<file path="src/design/boolean_arithmetic_mask_conversion_macros.svh">
// Assertion macros for the Boolean/arithmetic mask converter.
`ifndef BOOLEAN_ARITHMETIC_MASK_CONVERSION_MACROS_SVH
`define BOOLEAN_ARITHMETIC_MASK_CONVERSION_MACROS_SVH

// Same-cycle implication, sampled on clk, off while arst_n is low.
`define BAMC_ASSERT_NOW(label, ante, cons) \
	label: assert property (@(posedge clk) disable iff (!arst_n) (ante) |-> (cons)) \
		else $error("bamc same-cycle check failed");

// Next-cycle implication, sampled on clk, off while arst_n is low.
`define BAMC_ASSERT_NEXT(label, ante, cons) \
	label: assert property (@(posedge clk) disable iff (!arst_n) (ante) |=> (cons)) \
		else $error("bamc next-cycle check failed");

`endif

</file>
<file path="src/design/bamc_pkg.sv">
// Shared constants for the Boolean/arithmetic mask converter.
package bamc_pkg;

	localparam int DATA_WIDTH_DEF   = 32;
	localparam int OUT_WIDTH        = 32;
	localparam int RNG_WIDTH        = 32;
	localparam int ROUNDS_PER_STAGE = 4;
	localparam int QUEUE_DEPTH      = 2;

	localparam logic [RNG_WIDTH-1:0] RNG_SEED_FIRST  = 32'd123456789;
	localparam logic [RNG_WIDTH-1:0] RNG_SEED_SECOND = 32'd362436069;
	localparam logic [RNG_WIDTH-1:0] RNG_SEED_THIRD  = 32'd521288629;

	localparam logic KIND_B2A = 1'b0;
	localparam logic KIND_A2B = 1'b1;

endpackage

</file>
<file path="src/design/boolean_arithmetic_mask_conversion.sv">
// Boolean/arithmetic first-order mask converter. Each beat carries one share and its
// mask: kind 0 turns x xor mask into x minus mask, kind 1 turns x minus mask into
// x xor mask, modulo 2^DATA_WIDTH. A 96-bit xorshift generator advances once per
// accepted beat and supplies the random word that hides intermediate values. The
// block takes one beat per cycle and keeps that rate while results are taken every
// cycle. Each accepted beat passes through the two-entry queue between the front
// end and the carry-round pipeline, then through the pipeline stages, each running
// up to four rounds of the masked carry recurrence. No clearing pass follows reset.
module boolean_arithmetic_mask_conversion #(
	parameter int DATA_WIDTH = bamc_pkg::DATA_WIDTH_DEF
) (
	input  logic        clk,
	input  logic        arst_n,
	input  logic        in_valid,
	output logic        in_ready,
	input  logic        kind,
	input  logic [31:0] masked_value,
	input  logic [31:0] mask,
	output logic        out_valid,
	input  logic        out_ready,
	output logic [31:0] converted
);

`include "boolean_arithmetic_mask_conversion_macros.svh"

	localparam int PW   = 1 + 5 * DATA_WIDTH;
	localparam int RPS  = bamc_pkg::ROUNDS_PER_STAGE;
	localparam int NSTG = (DATA_WIDTH - 1 + RPS - 1) / RPS;
	localparam int CAP  = bamc_pkg::QUEUE_DEPTH + NSTG;
	localparam int OW   = $clog2(CAP + 1);

	logic          push_valid;
	logic          push_ready;
	logic [PW-1:0] push_data;
	logic          pop_valid;
	logic          pop_ready;
	logic [PW-1:0] pop_data;
	logic          in_acc;
	logic          out_acc;
	logic [OW-1:0] occ_q;

	bamc_front #(
		.DATA_WIDTH (DATA_WIDTH),
		.PW         (PW)
	) u_front (
		.clk          (clk),
		.arst_n       (arst_n),
		.in_valid     (in_valid),
		.in_ready     (in_ready),
		.kind         (kind),
		.masked_value (masked_value),
		.mask         (mask),
		.push_valid   (push_valid),
		.push_ready   (push_ready),
		.push_data    (push_data)
	);

	bamc_fifo #(
		.WIDTH (PW),
		.DEPTH (bamc_pkg::QUEUE_DEPTH)
	) u_fifo (
		.clk        (clk),
		.arst_n     (arst_n),
		.push_valid (push_valid),
		.push_ready (push_ready),
		.push_data  (push_data),
		.pop_valid  (pop_valid),
		.pop_ready  (pop_ready),
		.pop_data   (pop_data)
	);

	bamc_back #(
		.DATA_WIDTH (DATA_WIDTH),
		.PW         (PW)
	) u_back (
		.clk       (clk),
		.arst_n    (arst_n),
		.pop_valid (pop_valid),
		.pop_ready (pop_ready),
		.pop_data  (pop_data),
		.out_valid (out_valid),
		.out_ready (out_ready),
		.converted (converted)
	);

	assign in_acc  = in_valid && in_ready;
	assign out_acc = out_valid && out_ready;

	// Track beats held anywhere between input and output.
	always_ff @(posedge clk or negedge arst_n) begin
		if (!arst_n) begin
			occ_q <= '0;
		end else begin
			case ({in_acc, out_acc})
				2'b10:   occ_q <= occ_q + OW'(1);
				2'b01:   occ_q <= occ_q - OW'(1);
				default: occ_q <= occ_q;
			endcase
		end
	end

	`BAMC_ASSERT_NOW(a_occ_bound, 1'b1, occ_q <= OW'(CAP))
	`BAMC_ASSERT_NOW(a_out_has_beat, out_valid, occ_q != '0)
	`BAMC_ASSERT_NEXT(a_empty_stays_quiet, (occ_q == '0) && !in_acc, !out_valid)

endmodule

</file>
<file path="src/design/bamc_fifo.sv">
// Short valid/ready queue between the front and the back of the converter.
module bamc_fifo #(
	parameter int WIDTH = 8,
	parameter int DEPTH = bamc_pkg::QUEUE_DEPTH
) (
	input  logic             clk,
	input  logic             arst_n,
	input  logic             push_valid,
	output logic             push_ready,
	input  logic [WIDTH-1:0] push_data,
	output logic             pop_valid,
	input  logic             pop_ready,
	output logic [WIDTH-1:0] pop_data
);

	localparam int AW = (DEPTH > 1) ? $clog2(DEPTH) : 1;
	localparam int CW = $clog2(DEPTH + 1);

	logic [WIDTH-1:0] mem_q [DEPTH];
	logic [AW-1:0]    wr_ptr_q;
	logic [AW-1:0]    rd_ptr_q;
	logic [CW-1:0]    count_q;
	logic             push;
	logic             pop;

	assign push_ready = (count_q != CW'(DEPTH));
	assign pop_valid  = (count_q != '0);
	assign pop_data   = mem_q[rd_ptr_q];
	assign push       = push_valid && push_ready;
	assign pop        = pop_valid && pop_ready;

	always_ff @(posedge clk) begin
		if (push) begin
			mem_q[wr_ptr_q] <= push_data;
		end
	end

	always_ff @(posedge clk or negedge arst_n) begin
		if (!arst_n) begin
			wr_ptr_q <= '0;
			rd_ptr_q <= '0;
			count_q  <= '0;
		end else begin
			if (push) begin
				wr_ptr_q <= (wr_ptr_q == AW'(DEPTH - 1)) ? '0 : wr_ptr_q + AW'(1);
			end
			if (pop) begin
				rd_ptr_q <= (rd_ptr_q == AW'(DEPTH - 1)) ? '0 : rd_ptr_q + AW'(1);
			end
			case ({push, pop})
				2'b10:   count_q <= count_q + CW'(1);
				2'b01:   count_q <= count_q - CW'(1);
				default: count_q <= count_q;
			endcase
		end
	end

endmodule

</file>
<file path="src/design/bamc_front.sv">
// Front end: input beat acceptance, xorshift generator and per-kind setup.
module bamc_front #(
	parameter int DATA_WIDTH = bamc_pkg::DATA_WIDTH_DEF,
	parameter int PW         = 1 + 5 * DATA_WIDTH
) (
	input  logic          clk,
	input  logic          arst_n,
	input  logic          in_valid,
	output logic          in_ready,
	input  logic          kind,
	input  logic [31:0]   masked_value,
	input  logic [31:0]   mask,
	output logic          push_valid,
	input  logic          push_ready,
	output logic [PW-1:0] push_data
);

	localparam int DW = DATA_WIDTH;
	localparam int RW = bamc_pkg::RNG_WIDTH;

	typedef struct packed {
		logic          kind;
		logic [DW-1:0] t;
		logic [DW-1:0] a;
		logic [DW-1:0] m;
		logic [DW-1:0] om;
		logic [DW-1:0] xb;
	} item_t;

	logic [RW-1:0] rng_first_q;
	logic [RW-1:0] rng_second_q;
	logic [RW-1:0] rng_third_q;
	logic [RW-1:0] mix0;
	logic [RW-1:0] mix1;
	logic [RW-1:0] mix2;
	logic [RW-1:0] rng_new;
	logic          accept;
	item_t         item;

	assign in_ready   = push_ready;
	assign push_valid = in_valid;
	assign accept     = in_valid && push_ready;

	// Next generator word; it is the random word for this beat.
	always_comb begin
		mix0    = rng_first_q ^ (rng_first_q << 16);
		mix1    = mix0 ^ (mix0 >> 5);
		mix2    = mix1 ^ (mix1 << 1);
		rng_new = mix2 ^ rng_second_q ^ rng_third_q;
	end

	always_ff @(posedge clk or negedge arst_n) begin
		if (!arst_n) begin
			rng_first_q  <= bamc_pkg::RNG_SEED_FIRST;
			rng_second_q <= bamc_pkg::RNG_SEED_SECOND;
			rng_third_q  <= bamc_pkg::RNG_SEED_THIRD;
		end else if (accept) begin
			rng_first_q  <= rng_second_q;
			rng_second_q <= rng_third_q;
			rng_third_q  <= rng_new;
		end
	end

	always_comb begin
		logic [DW-1:0] g;
		logic [DW-1:0] v;
		logic [DW-1:0] m;
		logic [DW-1:0] t0;
		logic [DW-1:0] u;
		logic [DW-1:0] r;
		logic [DW-1:0] t1;
		logic [DW-1:0] xb;
		logic [DW-1:0] s;
		g  = DW'(rng_new);
		v  = DW'(masked_value);
		m  = DW'(mask);
		// Boolean to arithmetic: two masked subtract-and-xor passes.
		t0 = ((v ^ g) - g) ^ v;
		u  = g ^ m;
		r  = ((v ^ u) - u) ^ t0;
		// Arithmetic to Boolean: seed the masked carry recurrence.
		t1 = g << 1;
		xb = t1 ^ v;
		s  = (g ^ xb) & m;
		item.kind = kind;
		item.t    = t1;
		item.a    = v;
		item.m    = m;
		item.om   = (g & (g ^ m)) ^ s ^ (t1 & v);
		item.xb   = (kind == bamc_pkg::KIND_B2A) ? r : xb;
	end

	assign push_data = item;

endmodule

</file>
<file path="src/design/bamc_back.sv">
// Back end: pipelined masked carry rounds and the output register.
module bamc_back #(
	parameter int DATA_WIDTH = bamc_pkg::DATA_WIDTH_DEF,
	parameter int PW         = 1 + 5 * DATA_WIDTH
) (
	input  logic          clk,
	input  logic          arst_n,
	input  logic          pop_valid,
	output logic          pop_ready,
	input  logic [PW-1:0] pop_data,
	output logic          out_valid,
	input  logic          out_ready,
	output logic [31:0]   converted
);

	localparam int DW     = DATA_WIDTH;
	localparam int ROUNDS = DATA_WIDTH - 1;
	localparam int RPS    = bamc_pkg::ROUNDS_PER_STAGE;
	localparam int NSTG   = (ROUNDS + RPS - 1) / RPS;

	typedef struct packed {
		logic          kind;
		logic [DW-1:0] t;
		logic [DW-1:0] a;
		logic [DW-1:0] m;
		logic [DW-1:0] om;
		logic [DW-1:0] xb;
	} item_t;

	item_t           st_q   [NSTG];
	item_t           src    [NSTG];
	item_t           nxt    [NSTG];
	logic [NSTG-1:0] vld_q;
	logic [NSTG-1:0] src_vld;
	logic [NSTG:0]   rdy;
	item_t           last;

	// Run up to RPS carry rounds, stopping once all rounds are done.
	function automatic item_t do_rounds(input item_t x, input int base);
		item_t         y;
		logic [DW-1:0] s;
		y = x;
		for (int j = 0; j < RPS; j++) begin
			if (base + j < ROUNDS) begin
				s   = (y.t & y.m) ^ y.om ^ (y.t & y.a);
				y.t = s << 1;
			end
		end
		return y;
	endfunction

	assign rdy[NSTG] = out_ready;
	assign pop_ready = rdy[0];

	for (genvar i = 0; i < NSTG; i++) begin : g_stage
		if (i == 0) begin : g_head
			assign src[i]     = item_t'(pop_data);
			assign src_vld[i] = pop_valid;
		end else begin : g_body
			assign src[i]     = st_q[i-1];
			assign src_vld[i] = vld_q[i-1];
		end

		assign rdy[i] = !vld_q[i] || rdy[i+1];

		always_comb begin
			nxt[i] = do_rounds(src[i], i * RPS);
		end

		always_ff @(posedge clk or negedge arst_n) begin
			if (!arst_n) begin
				vld_q[i] <= 1'b0;
			end else if (rdy[i]) begin
				vld_q[i] <= src_vld[i];
			end
		end

		always_ff @(posedge clk) begin
			if (rdy[i] && src_vld[i]) begin
				st_q[i] <= nxt[i];
			end
		end
	end

	assign last      = st_q[NSTG-1];
	assign out_valid = vld_q[NSTG-1];
	assign converted = bamc_pkg::OUT_WIDTH'(
		(last.kind == bamc_pkg::KIND_A2B) ? (last.xb ^ last.t) : last.xb);

endmodule

</file>
<file path="config.mk">
export PLATFORM = sky130hd
export DESIGN_NAME = boolean_arithmetic_mask_conversion
export DESIGN_NICKNAME = d
export VERILOG_FILES = /design/src/design/bamc_pkg.sv /design/src/design/boolean_arithmetic_mask_conversion.sv /design/src/design/bamc_fifo.sv /design/src/design/bamc_front.sv /design/src/design/bamc_back.sv
export VERILOG_INCLUDE_DIRS = /design/src /design/src/design
export SDC_FILE = /design/constraint.sdc
export NUM_CORES = 2
export LEC_CHECK = 0
export ABC_AREA = 1
export BUFFER_PORTS_ARGS = -buffer_cell sky130_fd_sc_hd__buf_2
export CAP_MARGIN = 15
export CORE_UTILIZATION = 45
export DETAILED_ROUTE_END_ITERATION = 16
export SLEW_MARGIN = 20
export SYNTH_ARGS = -nofsm -noshare
export SYNTH_HDL_FRONTEND = slang
export SYNTH_SLANG_ARGS = --single-unit
</file>
<file path="constraint.sdc">
create_clock -name clk -period 22.4 [get_ports clk]
set_input_delay 2.24 -clock clk [delete_from_list [all_inputs] [get_ports clk]]
set_output_delay 2.24 -clock clk [all_outputs]
set_load 0.01 [all_outputs]
</file>
==> impl_metrics.csv <==
group,metric,value,unit
status,outcome,"complete, no violations",
cts,root_buffer,"clkbuf_16",
cts,cts_buffers,141,
logic_synthesis,async_flop_share,0.07753,
logic_synthesis,synth_edf_count,1285,
cts,cts_tree,"done",
layout,layoutNonFillerInstCount,7284,
sta,hold_viol,0,
logic_synthesis,avgSynthCellArea,11.76,sq um
route,drtAntennaViolNets,0,
floorplan,initial_core_util,0.4561,
setup_path,crit_buf_inv,10,
cts,path_clk_slew,0.06,ns
placement,io_buffers,101,
global_route,grt_pass1_vias,33628,
logic_synthesis,synth_area,61180,sq um
cts,cts_max_path_buffers,3,
cts,postCtsHoldBufs,0,
route,vias_per_cell,4.725,
cts,htree_levels,4,
logic_synthesis,syn-num-nets,5346,
cts,post-cts-setup-buffers,0,
setup_path,cp.arrival,5.49,ns
layout,drive_above_1_share,0.09177,
sta,relSlewSlack,0.3180,
route,drc_errors,0,
global_route,grt_max_degree,85,
sta,holdWs,0.4122,ns
route,vias,34414,
floorplan,fp.dieW,370.7,um
route,routed_wl,115.1,mm
job,cap_violations,0,
setup_path,crit_top_cell,"nor2_1",
sta,drv_slew,0,
global_route,grt_pass1_wl,181.3,mm
layout,area_growth,11.66,%
setup_path,crit_chain,"buf_2, nor2_1, inv_1, nor2_1, inv_1, nor2_1, inv_1, nor2_1, inv_1, nor2_1, inv_1, nor2_1, inv_1, nor2_1, inv_1, nor2_1, a21oi_4, buf_4, buf_4",
cts,clock_sinks,1393,
route,first_pass_iters,5,
logic_synthesis,synth_ff_type,"edfxtp_1",
logic_synthesis,yosysWarnings,0,
floorplan,core_area,134100,sq um
floorplan,die_h,370.7,um
global_route,track_usage,0.1704,
layout,nFillCells,11612,
sta,period_needed,5.106,ns
setup_path,crit_type,"in -> reg",
route,post_drt_wl_per_cell,15.80,um
placement,place.gp.congestion,0.8729,
sta,fmax,195.8,MHz
sta,setup_viol,0,
sta,fin_crit_sh,0.2279,
placement,placed_cells,7023,
cts,clock_latency,0.77,ns
layout,final_common_cell,"nand2_1",
setup_path,max_stage_delay,0.48,ns
setup_path,crit_slowest_cell,"buf_4",
hold_path,hold_path.class,"reg -> reg",
logic_synthesis,seq_area_frac_synth,0.6759,
sta,rsz0062_at_grt,"false",
setup_path,required,22.78,ns
sta,final.setup.tns,0,ns
layout,layout_common_cells,"nand2_1, edfxtp_1, xor2_1",
layout,final_net_count,5542,
sta,clock_skew,0.02141,ns
setup_path,path_max_fanout,66,
floorplan,num_rows,134,
logic_synthesis,synth_seq_cells,1393,
setup_path,worst_setup_path_start_kind,"input pin",
floorplan,ioPinCount,103,
global_route,grt-ovfl-total,0,
floorplan,dieArea,137400,sq um
placement,hpwl,83.28,mm
setup_path,path_delay_family,"simple AND/OR/NAND/NOR gates",
cts,ctsResizeCount,0,
logic_synthesis,synth_cell_type_count,48,
logic_synthesis,syn-instance-count,5202,
setup_path,end_kind,"register",
route,drt_iter0_markers,1939,
global_route,grt_antenna_before_repair,17,
sta,tightest_slew,1.023,ns
==> worst paths after layout <==
path | start | endpoint | slack, ns | cells after the start
max | out_ready | u_back.st_q[0][125] | 17.29 | 19
min | u_back.st_q[0][15] | u_back.st_q[0][175] | 0.41 | 0
max reg2reg | u_back.out_valid | u_back.st_q[0][125] | 18.51 | 19
max in group asynchronous | arst_n | u_front.rng_third_q[6] | 19.57 | 2
min reg2reg | u_back.st_q[0][15] | u_back.st_q[0][175] | 0.41 | 0
min in group asynchronous | arst_n | u_front.rng_third_q[31] | 1.54 | 1
==> registers in the layout, indices dropped and copies added, names as in the netlist <==
| register | flops |
|---|---|
| u_front.rng_first_q | 32 |
| u_fifo.wr_ptr_q | 1 |
| u_front.rng_second_q | 32 |
| u_fifo.mem_q | 248 |
| u_fifo.rd_ptr_q | 1 |
| u_back.st_q | 1037 |
| u_back.out_valid | 1 |
| u_front.rng_third_q | 32 |
| u_fifo.count_q | 2 |
| u_back.src_vld | 7 |
==> area by class of cell <==
cell class / count / area, sq um / area share
inverters: 479 / 1821 / 0.02665
diodes: 2 / 5.005 / 0.00007326
well taps: 1768 / 2212 / 0.03238
clock buffers: 187 / 3846 / 0.05630
repair buffers: 124 / 680.7 / 0.009963
multi-input cells: 3259 / 17770 / 0.2601
clock inverters: 72 / 628.1 / 0.009194
flip-flops and latches: 1393 / 41350 / 0.6053
==> metrics by stage <==
stage	utilization	instance area, sq um	setup WS (ns)
2_1_floorplan	-	61180	11.66
5_1_grt	0.5093	68310	16.83
3_3_place_gp	0.4759	63840	16.51
3_5_place_dp	0.4759	63840	16.47
4_1_cts	0.5093	68310	17.27
6_report	0.5093	68320	17.29
==> cells in the mapped netlist, types with 2 or more instances <==
library cell / number / area share
inv_4: 2 / 0.00020
nand4_1: 17 / 0.0017
clkinv_1: 3 / 0.00018
dfstp_2: 49 / 0.021
inv_2: 12 / 0.00074
o21ai_0: 182 / 0.015
or2_2: 25 / 0.0026
nand3b_1: 22 / 0.0027
o21ai_1: 8 / 0.00065
dfrtp_1: 59 / 0.024
ha_1: 75 / 0.015
a21boi_0: 8 / 0.00098
buf_6: 2 / 0.00037
a21oi_1: 58 / 0.0047
buf_1: 8 / 0.00049
or2_1: 3 / 0.00031
nor2_1: 162 / 0.0099
xor2_2: 3 / 0.00080
a21oi_2: 5 / 0.00072
xor2_1: 566 / 0.081
nand2_2: 46 / 0.0047
inv_1: 462 / 0.028
o21ai_2: 2 / 0.00029
buf_4: 7 / 0.00086
clkbuf_1: 53 / 0.0033
edfxtp_1: 1285 / 0.63
xnor2_2: 3 / 0.00080
o21bai_1: 5 / 0.00061
nor3_1: 5 / 0.00041
nand3_1: 241 / 0.020
nand2_4: 7 / 0.0013
o211ai_1: 3 / 0.00037
nor4_1: 5 / 0.00051
nand2_1: 1643 / 0.10
nand3_2: 10 / 0.0016
and2_1: 4 / 0.00041
xnor2_1: 137 / 0.020
nor2_2: 5 / 0.00051
==> kinds of logic after synthesis <==
kind of cell    count (synthesis)  share of synthesized area
simple gates                 2200                     0.1481
buf+inv                       550                    0.03460
compound gates                275                    0.02387
xor+xnor                      709                     0.1022
fa+ha+maj                      75                    0.01534
flops                        1393                     0.6759
==> worst register-to-register path: stages, from the launching register on <==
cell and delay (ns):
dfrtp_1 0.35, inv_1 0.04, nor2_1 0.21, inv_1 0.09, nor2_1 0.09, inv_1 0.07, nor2_1 0.08, inv_1 0.06
nor2_1 0.42, inv_1 0.12, nor2_1 0.25, inv_1 0.10, nor2_1 0.11, inv_1 0.08, nor2_1 0.10, inv_1 0.07
nor2_1 0.30, a21oi_4 0.04, buf_4 0.37, buf_4 0.51
==> metal layers <==
layer,wire [um],global-route usage
met1,54760,0.2347
met2,52330,0.2710
met3,4390,0.02891
met4,3493,0.06410
met5,101,0
Power is not shown: default switching activity piles up to over one toggle a cycle in this logic, so the estimate is an artifact.
